$ cat src/spr_pkg.sv
`timescale 1ns / 1ps
// ============================================================================
// spr_pkg: shared types and constants of the polyphase resampler
// Sizes, command and status codes, and the controller-to-datapath interface.
// ============================================================================
package spr_pkg;

    localparam int PHASES      = 64;
    localparam int MAX_HALF    = 32;
    localparam int HIST_DEPTH  = 128;
    localparam int SAMPLE_BITS = 16;
    localparam int COEF_BITS   = 18;
    localparam int COEF_FRAC   = COEF_BITS - 2;
    localparam int RATE_BITS   = 18;
    localparam int HALF_BITS   = 6;
    localparam int CNT_BITS    = 48;
    localparam int TAP_BITS    = $clog2(2 * MAX_HALF + 2);
    localparam int PHASE_BITS  = $clog2(PHASES);
    localparam int HIST_AW     = $clog2(HIST_DEPTH);
    localparam int COEF_DEPTH  = PHASES * (2 * MAX_HALF + 1);
    localparam int COEF_AW     = 13;
    localparam int ACC_BITS    = 48;
    localparam int MAX_RUN     = 64;
    localparam int RUN_BITS    = $clog2(MAX_RUN + 1);
    localparam int CFG_AW      = 2;

    localparam logic [CNT_BITS-1:0] CNT_MAX = '1;

    typedef enum logic [1:0] {
        CMD_PUSH    = 2'd0,
        CMD_FLUSH   = 2'd1,
        CMD_RESTART = 2'd2,
        CMD_COEF_WR = 2'd3
    } command_t;

    typedef enum logic [1:0] {
        STAT_OK     = 2'd0,
        STAT_REJECT = 2'd1,
        STAT_TRUNC  = 2'd2
    } status_t;

    typedef enum logic [CFG_AW-1:0] {
        CFG_SOURCE_RATE = 2'd0,
        CFG_TARGET_RATE = 2'd1,
        CFG_HALF_WIDTH  = 2'd2
    } cfg_index_t;

    typedef enum logic [3:0] {
        DP_NOP,
        DP_PUSH,
        DP_RESTART,
        DP_COEF_WR,
        DP_SYNC_IDX,
        DP_DUE_START,
        DP_PH_START,
        DP_MAC_START,
        DP_ROUND_ADV,
        DP_ADV_COMMIT,
        DP_PASS_RD,
        DP_PASS_LATCH,
        DP_EMIT
    } dp_op_t;

    typedef struct packed {
        dp_op_t  op;
        logic    last;
        status_t status;
        logic    reject;
    } dp_cmd_t;

    typedef struct packed {
        logic eq_rates;
        logic due_busy;
        logic due_ok;
        logic ahead_ok;
        logic pass_more;
        logic ph_busy;
        logic mac_busy;
        logic adv_busy;
        logic out_free;
    } dp_status_t;

endpackage

$ cat src/spr_ctrl.sv
`timescale 1ns / 1ps
// ============================================================================
// spr_ctrl: resampler sequencer
// Decodes each transaction and steps the datapath through every output.
// ============================================================================
module spr_ctrl (
    input  logic                  clk,
    input  logic                  rst_n,
    input  logic                  s_tvalid,
    output logic                  s_tready,
    input  spr_pkg::command_t     command,
    output spr_pkg::dp_cmd_t      dp_cmd,
    input  spr_pkg::dp_status_t   dp_status
);

    typedef enum logic [3:0] {
        ST_IDLE,
        ST_REJECT,
        ST_CHECK,
        ST_PASS_CHECK,
        ST_PASS_RD,
        ST_PASS_LATCH,
        ST_DUE_WAIT,
        ST_EMIT,
        ST_PH_GO,
        ST_PH_WAIT,
        ST_MAC_WAIT,
        ST_ADV_WAIT
    } state_t;

    state_t                        state_reg, state_next;
    logic                          flushed_reg, flushed_next;
    logic                          finish_reg, finish_next;
    logic                          have_reg, have_next;
    logic [spr_pkg::RUN_BITS-1:0]  run_cnt_reg, run_cnt_next;
    logic                          em_last_reg, em_last_next;
    spr_pkg::status_t              em_stat_reg, em_stat_next;
    logic                          run_full;
    logic                          go;

    assign run_full = (run_cnt_reg == spr_pkg::RUN_BITS'(spr_pkg::MAX_RUN));
    assign s_tready = (state_reg == ST_IDLE);

    always_comb
    begin
        state_next   = state_reg;
        flushed_next = flushed_reg;
        finish_next  = finish_reg;
        have_next    = have_reg;
        run_cnt_next = run_cnt_reg;
        em_last_next = em_last_reg;
        em_stat_next = em_stat_reg;
        dp_cmd       = '{op: spr_pkg::DP_NOP, last: 1'b0,
                         status: spr_pkg::STAT_OK, reject: 1'b0};
        go           = 1'b0;

        unique case (state_reg)
            ST_IDLE:
            begin
                if (s_tvalid)
                begin
                    unique case (command)
                        spr_pkg::CMD_PUSH:
                        begin
                            if (flushed_reg)
                            begin
                                state_next = ST_REJECT;
                            end
                            else
                            begin
                                dp_cmd.op    = spr_pkg::DP_PUSH;
                                finish_next  = 1'b0;
                                have_next    = 1'b0;
                                run_cnt_next = '0;
                                state_next   = ST_CHECK;
                            end
                        end
                        spr_pkg::CMD_FLUSH:
                        begin
                            flushed_next = 1'b1;
                            finish_next  = 1'b1;
                            have_next    = 1'b0;
                            run_cnt_next = '0;
                            state_next   = ST_CHECK;
                        end
                        spr_pkg::CMD_RESTART:
                        begin
                            dp_cmd.op    = spr_pkg::DP_RESTART;
                            flushed_next = 1'b0;
                        end
                        spr_pkg::CMD_COEF_WR:
                        begin
                            dp_cmd.op = spr_pkg::DP_COEF_WR;
                        end
                        default: ;
                    endcase
                end
            end
            ST_REJECT:
            begin
                if (dp_status.out_free)
                begin
                    dp_cmd = '{op: spr_pkg::DP_EMIT, last: 1'b1,
                               status: spr_pkg::STAT_REJECT, reject: 1'b1};
                    state_next = ST_IDLE;
                end
            end
            ST_CHECK:
            begin
                if (dp_status.eq_rates)
                begin
                    dp_cmd.op  = spr_pkg::DP_SYNC_IDX;
                    state_next = ST_PASS_CHECK;
                end
                else
                begin
                    dp_cmd.op  = spr_pkg::DP_DUE_START;
                    state_next = ST_DUE_WAIT;
                end
            end
            ST_PASS_CHECK:
            begin
                go = dp_status.pass_more;
                if (have_reg)
                begin
                    em_last_next = !go || run_full;
                    em_stat_next = (go && run_full) ? spr_pkg::STAT_TRUNC : spr_pkg::STAT_OK;
                    state_next   = ST_EMIT;
                end
                else
                begin
                    state_next = go ? ST_PASS_RD : ST_IDLE;
                end
            end
            ST_PASS_RD:
            begin
                dp_cmd.op  = spr_pkg::DP_PASS_RD;
                state_next = ST_PASS_LATCH;
            end
            ST_PASS_LATCH:
            begin
                dp_cmd.op    = spr_pkg::DP_PASS_LATCH;
                have_next    = 1'b1;
                run_cnt_next = run_cnt_reg + spr_pkg::RUN_BITS'(1);
                state_next   = ST_PASS_CHECK;
            end
            ST_DUE_WAIT:
            begin
                go = dp_status.due_ok && (finish_reg || dp_status.ahead_ok);
                if (!dp_status.due_busy)
                begin
                    if (have_reg)
                    begin
                        em_last_next = !go || run_full;
                        em_stat_next = (go && run_full) ? spr_pkg::STAT_TRUNC
                                                        : spr_pkg::STAT_OK;
                        state_next   = ST_EMIT;
                    end
                    else
                    begin
                        state_next = go ? ST_PH_GO : ST_IDLE;
                    end
                end
            end
            ST_EMIT:
            begin
                if (dp_status.out_free)
                begin
                    dp_cmd = '{op: spr_pkg::DP_EMIT, last: em_last_reg,
                               status: em_stat_reg, reject: 1'b0};
                    have_next = 1'b0;
                    if (em_last_reg)
                    begin
                        state_next = ST_IDLE;
                    end
                    else
                    begin
                        state_next = dp_status.eq_rates ? ST_PASS_RD : ST_PH_GO;
                    end
                end
            end
            ST_PH_GO:
            begin
                dp_cmd.op  = spr_pkg::DP_PH_START;
                state_next = ST_PH_WAIT;
            end
            ST_PH_WAIT:
            begin
                if (!dp_status.ph_busy)
                begin
                    dp_cmd.op  = spr_pkg::DP_MAC_START;
                    state_next = ST_MAC_WAIT;
                end
            end
            ST_MAC_WAIT:
            begin
                if (!dp_status.mac_busy)
                begin
                    dp_cmd.op  = spr_pkg::DP_ROUND_ADV;
                    state_next = ST_ADV_WAIT;
                end
            end
            ST_ADV_WAIT:
            begin
                if (!dp_status.adv_busy)
                begin
                    dp_cmd.op    = spr_pkg::DP_ADV_COMMIT;
                    have_next    = 1'b1;
                    run_cnt_next = run_cnt_reg + spr_pkg::RUN_BITS'(1);
                    state_next   = ST_CHECK;
                end
            end
            default:
            begin
                state_next = ST_IDLE;
            end
        endcase
    end

    always_ff @(posedge clk or negedge rst_n)
    begin
        if (!rst_n)
        begin
            state_reg   <= ST_IDLE;
            flushed_reg <= 1'b0;
            finish_reg  <= 1'b0;
            have_reg    <= 1'b0;
            run_cnt_reg <= '0;
            em_last_reg <= 1'b0;
            em_stat_reg <= spr_pkg::STAT_OK;
        end
        else
        begin
            state_reg   <= state_next;
            flushed_reg <= flushed_next;
            finish_reg  <= finish_next;
            have_reg    <= have_next;
            run_cnt_reg <= run_cnt_next;
            em_last_reg <= em_last_next;
            em_stat_reg <= em_stat_next;
        end
    end

`ifndef NO_ASSERTIONS
    a_emit_free: assert property (@(posedge clk) disable iff (!rst_n)
        (dp_cmd.op == spr_pkg::DP_EMIT) |-> dp_status.out_free)
        else $error("Result written while the output register is occupied.");

    a_run_bound: assert property (@(posedge clk) disable iff (!rst_n)
        run_cnt_reg <= spr_pkg::RUN_BITS'(spr_pkg::MAX_RUN))
        else $error("Run length exceeded its limit.");

    a_idle_quiet: assert property (@(posedge clk) disable iff (!rst_n)
        (state_reg == ST_IDLE) |->
        (!dp_status.mac_busy && !dp_status.adv_busy && !dp_status.due_busy))
        else $error("Datapath unit busy while the sequencer is idle.");

    a_restart_clears: assert property (@(posedge clk) disable iff (!rst_n)
        (s_tvalid && s_tready && (command == spr_pkg::CMD_RESTART)) |=> !flushed_reg)
        else $error("Flush mark survived a restart.");
`endif

endmodule

$ cat config.mk
export PLATFORM = sky130hd
export DESIGN_NAME = spr_ctrl
export DESIGN_NICKNAME = d
export VERILOG_FILES = /design/src/spr_pkg.sv /design/src/spr_ctrl.sv
export SDC_FILE = /design/constraint.sdc
export NUM_CORES = 1
export LEC_CHECK = 0
export BUFFER_PORTS_ARGS = -buffer_cell sky130_fd_sc_hd__buf_2
export CAP_MARGIN = 20
export CORE_ASPECT_RATIO = 2
export CORE_MARGIN = 4
export CORE_UTILIZATION = 57
export DETAILED_ROUTE_END_ITERATION = 7
export HOLD_SLACK_MARGIN = 0.02
export PLACE_DENSITY = 0.8
export SYNTH_ARGS = -nofsm -noshare
export SYNTH_HDL_FRONTEND = slang
export SYNTH_SLANG_ARGS = --single-unit
$ cat constraint.sdc
create_clock -name clk -period 2 [get_ports clk]
set_input_delay 0.2 -clock clk [delete_from_list [all_inputs] [get_ports clk]]
set_output_delay 0.2 -clock clk [all_outputs]
set_load 0.01 [all_outputs]
### Word-level counts from Yosys, hierarchy flattened

Cells that the tools add are included.

| operators by class | value |
|---|---|
| $add $sub $neg | 1 |
| equality and inequality tests | 27 |
| mux-type cells | 51 |
| reductions and logical operators | 21 |

Operator list:

| cell | number |
|---|---|
| 4-bit two-way mux | 13 |
| 4-bit case mux with 12 select lines | 1 |
| 4-bit case mux with 10 select lines | 1 |
| 7-bit two-way mux | 3 |
| 7-bit case mux with 3 select lines | 1 |
| 2-bit != test (second input constant) | 10 |
| 4-bit by 3-bit == test with 1-bit output (second input constant) | 4 |
| 4-bit == test (second input constant) | 4 |
| 8-bit two-way mux | 2 |
| 4-bit case mux with 2 select lines | 2 |
| 2-bit two-way mux | 7 |
| 7-bit case mux with 2 select lines | 1 |
| 3-bit two-way mux | 4 |
| 1-bit two-way mux | 9 |
| 4-bit by 2-bit == test with 1-bit output (second input constant) | 2 |
| 1-bit case mux with 2 select lines | 4 |
| 4-bit AND reduction | 2 |
| 8-bit AND reduction | 1 |
| 7-bit by 1-bit adder with 7-bit output (second input constant) | 1 |
| 7-bit == test (second input constant) | 1 |
| 2-bit case mux with 3 select lines | 1 |
| 6-bit AND reduction | 1 |
| 2-bit nonzero test | 3 |
| 5-bit AND reduction | 1 |
| other kinds (15) | 21 |

| storage, ports and cells | value |
|---|---|
| flip-flop bits (word level) | 17 |
| word-level logic and storage cells | 107 |

### Depth between registers and ports, before layout

Gate-level depths: netlist (run 1).

| depth | value |
|---|---|
| depth after elaboration | 7 |
| depth in mapped cells | 7 |
| gate-level depth less buffers | 6 |

### Least setup slack after synthesis (run 1)

Ideal clock, no wire load.

| timing | value |
|---|---|
| kind | register to register |
| start point | register state_reg[3] |
| end point | register state_reg[0] |
| setup time | 125 ps |
| arrival | 1595 ps |
| slack | 280 ps |
| cell stages (with the launch flop) | 6 |
| path buffers | 1 |
| clock period less this slack | 1720 ps |
| path through | dfrtp_1 > buf_6 > or3b_2 > a21oi_1 > a2111oi_4 > mux2_4 |

| between the ends | value |
|---|---|
| word-level cells in the longest chain between the ends | 3 |
| elaborated cells between the ends (all ways) | 22 |
| classes of those cells | eq/ne: 19; mux: 1; reduce/logical: 2 |

RTL lines:

| element | line | text |
|---|---|---|
| start, declared | spr_ctrl.sv:31 | `state_t state_reg, state_next;` |
| start signal, assigned | spr_ctrl.sv:234 | `state_reg <= state_next;` |
| 4-bit == test (tied with other cells) | spr_ctrl.sv:57 | `unique case (state_reg)` |
| 2-bit != test (no source line) / 3-bit by 1-bit != test with 1-bit output (equally long branches) | -- |  |
| 8-bit AND reduction (no source line) | -- |  |

Parallel ways exist; a longest one is shown, timed or not.
A chain may end at the register's enable or synchronous reset.

### Final worst setup path (run 1)

| timing | value |
|---|---|
| start point | register state_reg[2] |
| end point | register state_reg[3] |

The elaborated chain is that of the path after synthesis.

==> flow_summary.ini, run 1 <==
[cells_and_area]
final_area_um2 = 1747
nets = 223
largest_reg_flops = 7
drive_gt1_share_pct = 28.71
fill_cells = 217
multi_input_area_um2 = 977.2
antenna_cells = 0
register_area_um2 = 405.4
flow.area_growth_from_synthesis_pct = 14.90
fin_cells = 230

[floorplan]
die_x_um = 44.52
die_h_um = 81.04
start_util_pct = 59.15
fp-row-count = 26
die-area_um2 = 3607
boundaryPins = 23
core_area_um2 = 2570

[logic_synthesis]
synth.net_count = 193
synthArstFlopShare_pct = 100.0
synth-seq-cells = 16
synthTopCellsByCount = dfrtp_1, a21oi_1, o21ai_0, inv_1, nand2_1
synth_edf_count = 0
netlist_area_um2 = 1520
ys_seq_area_share_pct = 26.34
syn_inst = 173
yosys_most_used_dff = dfrtp_1
synth.most_common_cell = dfrtp_1
synth_warnings = 0
synthTopCellsByArea = dfrtp_1, ha_1, a21oi_1
syn_avg_cell_area_um2 = 8.787
synth_top_cell_area_share_pct = 26.34
synth_top_area_cell = dfrtp_1
ys_types = 54

[worst_setup_path]
cp_max_fo = 7
crit_path_end_kind = register
critPathLaunchType = register
reg2reg_depth = 5
crit_type = register to register
required_ps = 2140
worstPathArrival_ps = 2060

[clock_tree]
htreeDepth = 1
clk_pin_slew_ps = 60
clock_sinks = 16
worstSkewPairLatency_ps = 250
numCtsBuffers = 3
clock_path_buffers = 2
ctsRootBufferMaster = clkbuf_8
cts_tree = yes

[sta]
skew_ps = 2.242
hold_violations = 0
slew_violations = 0
relSlewSlack_pct = 66.45
min_period_over_period_pct = 96.17
worstMarginPinSlew_ps = 503.2
hold_ws_ps = 303.5
fin_crit_ps = 1923
tns_ps = 0
setup_viol = 0
timing.fmax_ghz = 0.5199

[placement]
placed_cells = 219
portBuffers = 22
place_congestion = 0.9954
place_area_um2 = 1620
hpwl_mm = 3.135

[drt]
postRouteAntennaNets = 0
firstDrtPassIters = 4
drt-total-wl_mm = 4.127
wl_per_cell_um = 17.94
route.vias.total = 1464
post_drt_via_cell_ratio = 6.365
initialDrtViolationCount = 39
drc_errors = 0

[hold_path]
hold_path.class = primary input to register
hold_depth = 4

[power]
p_per_area_nw_per_um2 = 1461
ir_worst_vdd_mv = 0.7029
p_leak_nw = 0.8205

[global_routing]
grt_antenna_before_repair = 0
overflow = 0
grt_pass1_vias = 1476
grt_max_degree = 17
grt_pass1_wl_mm = 6.844
grt.total_usage_pct = 25.57

[status]
status = finished, final reports clean

[job]
cap_violations = 0
## per-stage QoR
step           setup WS (ps)  util [%]  total power, mW
3_5_place_dp           68.35     63.05            2.103
2_1_floorplan          280.4         -            1.772
5_1_grt              -0.5794     67.96            2.728
4_1_cts                23.55     66.85            2.469
6_report               76.66     67.96            2.552
3_3_place_gp           121.5     63.05            2.050
## final timing paths
path / endpoint / slack [ps] / from
min: finish_reg / 300 / s_tvalid
min in group asynchronous: state_reg[0] / 400 / rst_n
max reg2reg: state_reg[3] / 80 / state_reg[2]
max in group asynchronous: state_reg[2] / 1310 / rst_n
max: state_reg[3] / 80 / state_reg[2]
min reg2reg: em_stat_reg[1] / 500 / em_stat_reg[1]
## cell usage in the layout, fill, tap and decap left out, drive strengths merged, types with 3 or more instances in the layout
cell type  instances
nor3               5
mux2i              5
a21oi             14
nand3              3
mux2               3
nor2               6
buf               37
clkbuf             4
nor2b              6
inv               10
dfrtp             16
and3               5
nand2b             7
ha                 6
o21a               3
nand2              9
nand3b             4
a31oi              3
nor3b              3
o21ai             13
nor4               3
## area by class of cell
| class | count | share of cell area (%) |
|---|---|---|
| timing repair buffer | 38 | 13.54 |
| multi-input combinational | 134 | 55.95 |
| clock buffer | 4 | 3.152 |
| inverter | 10 | 2.149 |
| tap | 28 | 2.006 |
| sequential | 16 | 23.21 |
## power breakdown
part	internal [mW]	switching (mW)	leakage [nW]
registers	0.443	0.155	0.201
logic	0.785	0.879	0.590
clock network	0.175	0.115	0.0288
total	1.40	1.15	0.820
## per-layer routing
layer | share of wire [%] | track usage, %
met2 | 56 | 47.12
met5 | 0 | 0
met4 | 4.8 | 14.20
met3 | 3.9 | 3.104
met1 | 36 | 26.22
## cell families (layout without fill, tap and decap cells)
kind of cell | count (synthesis) | count (layout) | synth area share, %
buffers and inverters | 23 | 52 | 9.876
AND/OR/NAND/NOR | 64 | 64 | 26.83
multiplexers | 8 | 8 | 6.008
adder cells (fa/ha/maj) | 7 | 7 | 5.597
AO/OA/AOI/OAI | 55 | 55 | 25.35
flip-flops | 16 | 16 | 26.34
## what timing repair did
action                                  CTS  global route
resized for setup                         5             4
hold buffers                              1             0
cloned                                    0             0
pin swaps                                 1             2
endpoints found under the setup margin    3             4
hold endpoints to repair                 16             0
setup buffers                             3             3
## worst max-delay path, cell delays in order (launching register included)
cell,delay (ps)
dfrtp_2,450
buf_4,160
or4b_1,540
a21oi_2,220
a2111oi_4,110
mux2_4,330
Note: power is estimated with default switching activity, not from simulation.
==> run 2: changes to the inputs <==
- REMOVE_ABC_BUFFERS: not set -> 1
==> flow_summary.ini, run 2 (synthesis gave the netlist of run 1 again) <==
[clock_tree]
cts_tree = yes
clock_sinks = 16
ctsRootBufferMaster = clkbuf_8
worstSkewPairLatency_ps = 240
htreeDepth = 1
clk_pin_slew_ps = 60
numCtsBuffers = 3
clock_path_buffers = 2

[drt]
wl_per_cell_um = 17.47
drc_errors = 0
initialDrtViolationCount = 56
firstDrtPassIters = 4
route.vias.total = 1500
post_drt_via_cell_ratio = 6.410
postRouteAntennaNets = 0
drt-total-wl_mm = 4.087

[floorplan]
die_x_um = 44.52
die_h_um = 81.04
fp-row-count = 26
boundaryPins = 23
start_util_pct = 59.15
core_area_um2 = 2570
die-area_um2 = 3607

[worst_setup_path]
crit_start = state_reg[1]
critPathLaunchType = register
required_ps = 1800
r2r-end = state_reg[3]
crit_path_end = dp_cmd[5]
crit_slowest_cell = dfrtp_2
worstPathArrival_ps = 1730
worstPathCellList = buf_4, nor4_4, and2_4, o21ai_0, o21ai_0, buf_2
crit_type = register to primary output
reg2reg_depth = 5
cp_max_fo = 9
regToRegStartpoint = state_reg[2]
cpMostUsedCell = o21ai_0
rrSetupSlack_ps = 140
slowest_delay_ps = 460
crit_path_end_kind = primary output

[global_routing]
grt_pass1_wl_mm = 6.658
grt_pass1_vias = 1427
overflow = 0
grt_antenna_before_repair = 0
grt_max_degree = 17
grt.total_usage_pct = 24.72

[sta]
setup_viol = 0
timing.fmax_ghz = 0.5181
worstMarginPinSlew_ps = 524.6
min_period_over_period_pct = 96.52
relSlewSlack_pct = 64.66
hold_violations = 0
fin_crit_ps = 1930
skew_ps = 5.546
hold_ws_ps = 313.3
layout_setup_ws_ps = 69.70
slew_violations = 0
rsz0062_at_grt = yes

[cells_and_area]
largest_reg_flops = 7
drive_gt1_share_pct = 30.10
final_area_um2 = 1764
multi_input_area_um2 = 977.2
flow.area_growth_from_synthesis_pct = 16.05
nets = 228
register_area_um2 = 405.4
fill_cells = 196
antenna_cells = 0
final_common_cell = buf_2
layout_common_cells = buf_2, buf_4, a21oi_1, o21ai_0, dfrtp_1

[job]
cap_violations = 0

[placement]
place_congestion = 0.9012
hpwl_mm = 3.204
pre_cts_ws_ps = 132.1
place_area_um2 = 1673
portBuffers = 22

[power]
p_leak_nw = 0.8380
p_per_area_nw_per_um2 = 1426
ir_worst_vdd_mv = 0.7146

[status]
status = finished, final reports clean

[hold_path]
hold_path.class = primary input to register
==> run 2: cell type report <==
class,instances,share of cell area (%)
repair buffers,43,15.18
flip-flops and latches,16,22.98
well taps,28,1.986
multi-input cells,134,55.39
inverters,10,2.128
clock buffers,3,2.340
==> run 2: worst max-delay path: cells and delay by family (launching register included) <==
| family | cells | cell delay (ps) |
|---|---|---|
| simple gates | 2 | 520 |
| flops | 1 | 460 |
| buf+inv | 2 | 340 |
| compound gates | 2 | 160 |
==> run 2: what timing repair did <==
item | 4_1_cts | 5_1_grt
gates resized for setup | 1 | 5
buffers inserted | 1 | 3
endpoints found under the hold margin | 16 | 0
endpoints found under the setup margin | 3 | 4
pin swaps | 1 | 0
hold buffers | 1 | 0
==> run 2: power breakdown <==
part	internal, mW	switching [mW]	total (mW)
clock network	0.133	0.0999	0.233
logic	0.818	0.855	1.67
registers	0.443	0.167	0.610
==> run 2: layer usage <==
metal,GRT usage (%),vias up,share of wire [%]
li1,-,705,-
met4,13.29,0,5.2
met3,2.217,19,3.3
met1,26.64,728,37
met5,0,-,0
met2,44.96,48,55
==> run 2: per-stage QoR <==
step	utilization (%)	std cells	power [mW]	setup TNS [ps]
global placement	65.09	226	2.111	0
finish	68.65	234	2.516	0
CTS	67.48	231	2.441	-75.33
detailed placement	65.09	226	2.174	0
floorplan	-	160	1.586	0
global route	68.65	234	2.693	-26.13
==> run 2: how the worst min path moves through the flow <==
stage / from / end / slack, ps / depth (start not counted)
floorplan: rst_n / em_last_reg / -100 / 0
global placement: rst_n / em_stat_reg[1] / 120 / 1
detailed placement: rst_n / em_stat_reg[1] / 140 / 1
CTS: s_tvalid / finish_reg / 310 / 4
global route: dp_status[4] / em_last_reg / 340 / 4
finish: s_tvalid / finish_reg / 310 / 4
